**src/rtl/lhc_pkg.sv**
```systemverilog
// Package for the latency histogram collector: constants, opcodes, shared types.
// No dependencies.
package lhc_pkg;

    localparam int NumBinsDefault    = 1024;
    localparam int NumCpusDefault    = 4;
    localparam int CountWidthDefault = 32;
    localparam int NumKinds          = 3;
    localparam int CpuW              = 3;
    localparam int KindW             = 2;
    localparam int BinW              = 10;
    localparam int LatW              = 32;
    localparam int SumW              = 64;

    typedef enum logic [1:0] {
        OP_RECORD = 2'd0,
        OP_CLEAR  = 2'd1,
        OP_STATS  = 2'd2,
        OP_BIN    = 2'd3
    } t_opcode;

    localparam logic RES_STATS = 1'b0;
    localparam logic RES_BIN   = 1'b1;

    typedef enum logic [2:0] {
        ST_CLEAR,
        ST_IDLE,
        ST_RMW,
        ST_DIV,
        ST_OUT
    } t_state;

    // Command passed from the front end to the back end.
    typedef struct packed {
        t_opcode           op;
        logic [KindW-1:0]  kind;
        logic [CpuW-1:0]   cpu;
        logic [LatW-1:0]   lat;
        logic [BinW-1:0]   bin;
    } t_cmd;

    typedef struct packed {
        logic              result_kind;
        logic [LatW-1:0]   min_latency;
        logic [LatW-1:0]   max_latency;
        logic [LatW-1:0]   sample_total;
        logic [LatW-1:0]   overflow_total;
        logic [LatW-1:0]   average_latency;
        logic              average_valid;
        logic [LatW-1:0]   bin_count;
    } t_result;

endpackage

```
**src/rtl/lhc_if.sv**
```systemverilog
// Valid/ready channel interfaces for the latency histogram collector.
// Depends on lhc_pkg.
interface lhc_in_if;
    logic                     valid;
    logic                     ready;
    logic [1:0]               opcode;
    logic [lhc_pkg::KindW-1:0] hist_kind;
    logic [lhc_pkg::CpuW-1:0]  cpu_index;
    logic [lhc_pkg::LatW-1:0]  latency_us;
    logic [lhc_pkg::BinW-1:0]  bin_index;
    modport source (output valid, opcode, hist_kind, cpu_index, latency_us, bin_index,
                    input ready);
    modport sink   (input valid, opcode, hist_kind, cpu_index, latency_us, bin_index,
                    output ready);
endinterface


```
**src/rtl/lhc_front.sv**
```systemverilog
// Front end: accepts transactions, drops invalid ones, queues commands.
// Depends on lhc_pkg.
module lhc_front #(
    parameter int NUM_CPUS = lhc_pkg::NumCpusDefault
) (
    input  logic           i_clk,
    input  logic           i_rst_n,
    lhc_in_if.sink         in_ch,
    input  logic           i_record_enable,
    output logic           o_cmd_valid,
    output lhc_pkg::t_cmd  o_cmd,
    input  logic           i_cmd_pop
);
    localparam int Depth = 2;

    lhc_pkg::t_cmd r_q [Depth];
    logic [1:0]    r_cnt, n_cnt;
    logic          r_rd, r_wr;
    logic          keep, push;
    lhc_pkg::t_cmd cmd;

    assign cmd.op   = lhc_pkg::t_opcode'(in_ch.opcode);
    assign cmd.kind = in_ch.hist_kind;
    assign cmd.cpu  = in_ch.cpu_index;
    assign cmd.lat  = in_ch.latency_us;
    assign cmd.bin  = in_ch.bin_index;

    // Classification: only commands that change state or answer are queued.
    always_comb begin
        keep = 1'b0;
        if (32'(in_ch.hist_kind) < lhc_pkg::NumKinds) begin
            if (cmd.op == lhc_pkg::OP_CLEAR) begin
                keep = 1'b1;
            end else if (32'(in_ch.cpu_index) < NUM_CPUS) begin
                keep = (cmd.op != lhc_pkg::OP_RECORD) || i_record_enable;
            end
        end
    end

    assign in_ch.ready = (r_cnt != 2'(Depth));
    assign push        = in_ch.valid && in_ch.ready && keep;
    assign o_cmd_valid = (r_cnt != 2'd0);
    assign o_cmd       = r_q[r_rd];

    always_comb begin
        n_cnt = r_cnt + 2'(push) - 2'(i_cmd_pop);
    end

    always_ff @(posedge i_clk) begin
        if (!i_rst_n) begin
            r_cnt <= '0;
            r_rd  <= 1'b0;
            r_wr  <= 1'b0;
        end else begin
            r_cnt <= n_cnt;
            if (push) r_wr <= ~r_wr;
            if (i_cmd_pop) r_rd <= ~r_rd;
        end
    end

    always_ff @(posedge i_clk) begin
        if (push) r_q[r_wr] <= cmd;
    end
endmodule

```
**src/flat_wrapper.sv**
```systemverilog
// flat-port wrapper written by rule: the top's interface ports become plain ports
module lhc_front_flat 
#(
    parameter int NUM_CPUS = lhc_pkg::NumCpusDefault
)
  (i_clk, i_rst_n, i_record_enable, o_cmd_valid, o_cmd, i_cmd_pop, in_ch_valid, in_ch_opcode, in_ch_hist_kind, in_ch_cpu_index, in_ch_latency_us, in_ch_bin_index, in_ch_ready);
  lhc_in_if in_ch_i ();
  input  logic i_clk;
  input  logic i_rst_n;
  input  logic i_record_enable;
  output logic o_cmd_valid;
  output lhc_pkg::t_cmd o_cmd;
  input  logic i_cmd_pop;
  input wire logic [$bits(in_ch_i.valid)-1:0] in_ch_valid;
  input wire logic [$bits(in_ch_i.opcode)-1:0] in_ch_opcode;
  input wire logic [$bits(in_ch_i.hist_kind)-1:0] in_ch_hist_kind;
  input wire logic [$bits(in_ch_i.cpu_index)-1:0] in_ch_cpu_index;
  input wire logic [$bits(in_ch_i.latency_us)-1:0] in_ch_latency_us;
  input wire logic [$bits(in_ch_i.bin_index)-1:0] in_ch_bin_index;
  output wire logic [$bits(in_ch_i.ready)-1:0] in_ch_ready;
  assign in_ch_i.valid = in_ch_valid;
  assign in_ch_i.opcode = in_ch_opcode;
  assign in_ch_i.hist_kind = in_ch_hist_kind;
  assign in_ch_i.cpu_index = in_ch_cpu_index;
  assign in_ch_i.latency_us = in_ch_latency_us;
  assign in_ch_i.bin_index = in_ch_bin_index;
  assign in_ch_ready = in_ch_i.ready;
  lhc_front #(.NUM_CPUS(NUM_CPUS)) u_core (.i_clk(i_clk), .i_rst_n(i_rst_n), .in_ch(in_ch_i), .i_record_enable(i_record_enable), .o_cmd_valid(o_cmd_valid), .o_cmd(o_cmd), .i_cmd_pop(i_cmd_pop));
endmodule
```
**config.mk**
```make
export PLATFORM = sky130hd
export DESIGN_NAME = lhc_front_flat
export DESIGN_NICKNAME = d
export VERILOG_FILES = /design/src/rtl/lhc_pkg.sv /design/src/rtl/lhc_if.sv /design/src/rtl/lhc_front.sv /design/src/flat_wrapper.sv
export SDC_FILE = /design/constraint.sdc
export NUM_CORES = 1
export LEC_CHECK = 0
export ABC_AREA = 1
export ABC_CLOCK_PERIOD_IN_PS = 7400
export BUFFER_PORTS_ARGS = -buffer_cell sky130_fd_sc_hd__buf_2
export CAP_MARGIN = 20
export CORE_MARGIN = 2
export CORE_UTILIZATION = 56
export CTS_BUF_LIST = sky130_fd_sc_hd__clkbuf_16
export DETAILED_ROUTE_END_ITERATION = 12
export GPL_TIMING_DRIVEN = 0
export PLACE_DENSITY_LB_ADDON = 0.15
export SYNTH_ARGS = -nofsm -noshare
export SYNTH_HDL_FRONTEND = slang
export SYNTH_SLANG_ARGS = --single-unit
export TNS_END_PERCENT = 1
```
**constraint.sdc**
```tcl
create_clock -name i_clk -period 7.4 [get_ports i_clk]
set_clock_uncertainty 0.1 [all_clocks]
set_input_delay 1.48 -clock i_clk [delete_from_list [all_inputs] [get_ports i_clk]]
set_output_delay 1.48 -clock i_clk [all_outputs]
set_load 0.01 [all_outputs]
```
==> metrics.yaml <==
layout:
  syn2layout_area_growth_pct: 24.89
  multiInputGateArea_um2: 724.4
  final_util_pct: 71.49
  seqCellArea_um2: 3043
  nets: 367
  antenna_cells: 0
  drive_gt1_share_pct: 56.01
  fillers: 448
logic_synthesis:
  synth.largest_area_cell: "edfxtp_1"
  yosysTopAreaCellShare_pct: 76.51
  syn-num-nets: 250
  syn_area_um2: 3846
  synth_edf_count: 98
  synth_seq_area_share_pct: 79.12
  yosysWarnings: 0
  synthTopCellsByArea: "edfxtp_1 (77%), mux2_2 (11%), mux2_4 (3.9%)"
  ys_ff_latch: 103
  synthCells: 194
  synthArstFlopShare_pct: 0
  yosysUniqueCellTypes: 15
  synth_flop_cell: "edfxtp_1"
  synth.most_common_cell: "edfxtp_1"
  syn_avg_cell_area_um2: 19.83
  ys_top_cells_by_count: "edfxtp_1 (98), mux2_2 (39), nand2_1 (12)"
routing:
  drtAntennaViolNets: 0
  routed_wl_um: 6159
  drt_pass1_iterations: 4
  drtIter0Drc: 75
  viasPerCell: 5.035
  drc_errors: 0
  dr_total_vias: 1994
  drt-wirelength-per-cell_um: 15.55
sta:
  period_share_pct: 42.82
  rsz0062_at_grt: "false"
  fin_crit_ns: 3.169
  finalSetupTns_ns: 0
  worst_slew_pin_slew_ns: 0.7761
  timing.fmax_mhz: 315.6
  setup_viol: 0
  fin_ws_ns: 4.231
  maxSlewViolCount: 0
  slew_headroom_pct: 48.14
  hold_violations: 0
clocking:
  cts_tree: "built"
  clk_pin_slew_ns: 0.06
  clock_sinks: 103
  h-tree-depth: 3
  cts_max_path_buffers: 2
  cts_setup_buffers: 0
  clk_latency_ns: 0.33
  cts_buffers: 9
  cts_resized: 0
  root_buffer: "clkbuf_16"
  cts_hold_buf: 0
setup_path:
  rr_startpoint: "u_core.r_cnt[1]"
  critPathSlowestCell: "dfxtp_1"
  r2r-end: "u_core.r_q[0][43]"
  crit_type: "flip-flop to output port"
  cp-end-kind: "output port"
  cp-start-kind: "flip-flop"
  r2r_setup_slack_ns: 5.36
  path_cells: "buf_6, buf_8, mux2_4, buf_2"
  arrival_ns: 1.59
  reg2reg_depth: 6
  max_stage_delay_ns: 0.43
  crit_required_ns: 5.82
  crit_fanout: 10
placed_design:
  detailed_place_hpwl_um: 4297
  port_buffers: 104
  pre_cts_slack_ns: 4.076
  gp_congestion: 0.6806
grt:
  grt_overflow: 0
  grt_max_degree: 26
  grt_use_total_pct: 17.00
  grt_pass1_wl_um: 9349
  antenna_found_initial: 0
  grt_pass1_vias: 1965
hold_path:
  whs_path_depth: 2
  min_path_type: "flip-flop to flip-flop"
  hp-start: "u_core.r_rd"
  min_to: "u_core.r_rd"
pwr:
  p_seq_share_pct: 54.1
  ir_drop_mv: 0.1784
  power.switching_uw: 258.9
  netSwitchingFraction_pct: 20.78
  clock_power_share_pct: 35.8
  power_density_nw_per_um2: 259.4
  power.internal_uw: 986.9
  p_leak_uw: 0.001876
  p_comb_share_pct: 10.1
run:
  drv_cap: 0
die:
  initial_core_util_pct: 57.24
  die_y_um: 86.88
  die_width_um: 86.88
  core_um2: 6719
  num_rows: 30
  dieArea_um2: 7547
  boundaryPins: 105
outcome:
  status: "complete, no violations"
-- metrics by stage --
| stage | cells | cell area [um^2] | total power, uW | hold WS [ns] |
|---|---|---|---|---|
| after floorplan | 194 | 3846 | 759.2 | 0.3635 |
| after global placement | 378 | 4467 | 808.8 | 0.3780 |
| after detailed placement | 380 | 4514 | 814.1 | 0.4160 |
| after CTS | 396 | 4803 | 1259 | 0.4298 |
| after global routing | 396 | 4803 | 1293 | 0.4339 |
| final | 396 | 4803 | 1246 | 0.4133 |
-- final cells by class --
cell class,instances,area share [%]
plain buffers,5,1.016
clock buffers,9,4.689
clock inverters,7,1.328
inverters,10,0.7815
multi-input cells,76,15.08
flip-flops and latches,103,63.35
well taps,80,2.084
repair buffers,106,11.67
-- worst max-delay path: cells and delay by family, from the launching register on --
family / cells / cell delay (ns)
buffers and inverters: 3 / 0.51
DFF: 1 / 0.43
muxes: 1 / 0.31
-- sequential cells by signal (all words and copies together), names as in the netlist, named ones only --
register	flops
u_core.r_cnt	2
u_core.r_q	98
u_core.r_rd	1
u_core.r_wr	1
-- cells in the final DEF (no fill, tap or decap), drive strengths merged --
| master | Yosys | layout |
|---|---|---|
| clkbuf | 0 | 9 |
| buf | 5 | 111 |
| o21ai | 1 | 1 |
| xnor2 | 1 | 1 |
| nand3 | 1 | 1 |
| a21oi | 1 | 1 |
| clkinvlp | 0 | 2 |
| edfxtp | 98 | 98 |
| nand2 | 12 | 12 |
| bufinv | 0 | 1 |
| clkinv | 0 | 4 |
| dfxtp | 5 | 5 |
| mux2 | 49 | 49 |
| ha | 2 | 2 |
| nor2 | 9 | 9 |
| inv | 10 | 10 |
-- routing by layer --
layer / up-vias / track usage, % / part of all wire (%)
met3: 7 / 5.498 / 6.6
met1: 957 / 19.85 / 40
li1: 965 / - / -
met2: 65 / 28.45 / 52
met4: 0 / 8.097 / 1.9
met5: - / 0 / 0
-- worst max-delay path by stage --
stage	from	endpoint	slack, ns
2_1_floorplan	in_ch_hist_kind[1]	u_core.r_q[0][0]	2.99
3_3_place_gp	in_ch_hist_kind[1]	u_core.r_q[0][28]	1.72
3_5_place_dp	in_ch_hist_kind[1]	u_core.r_q[0][11]	4.08
4_1_cts	flip-flop	o_cmd[36]	4.20
5_1_grt	flip-flop	o_cmd[39]	4.16
6_report	flip-flop	o_cmd[36]	4.23
-- power by group through the flow --
stage / clock [uW] / combinational [uW] / sequential (uW)
finish: 447 / 125 / 674
global route: 480 / 137 / 676
CTS: 457 / 128 / 674
floorplan: 0 / 73.5 / 686
global placement: 0 / 121 / 688
detailed placement: 0 / 127 / 687
-- cell families (layout without fill, tap and decap cells) --
family / count (synthesis) / after routing / synth area share [%]
AO/OA/AOI/OAI: 2 / 2 / 0.2600
XOR/XNOR: 1 / 1 / 0.2278
adder cells (fa/ha/maj): 2 / 2 / 0.6505
buffers and inverters: 15 / 137 / 2.245
flip-flops: 103 / 103 / 79.12
multiplexers: 49 / 49 / 15.32
AND/OR/NAND/NOR: 22 / 22 / 2.179
No activity file was read; power rests on OpenSTA's default activity.
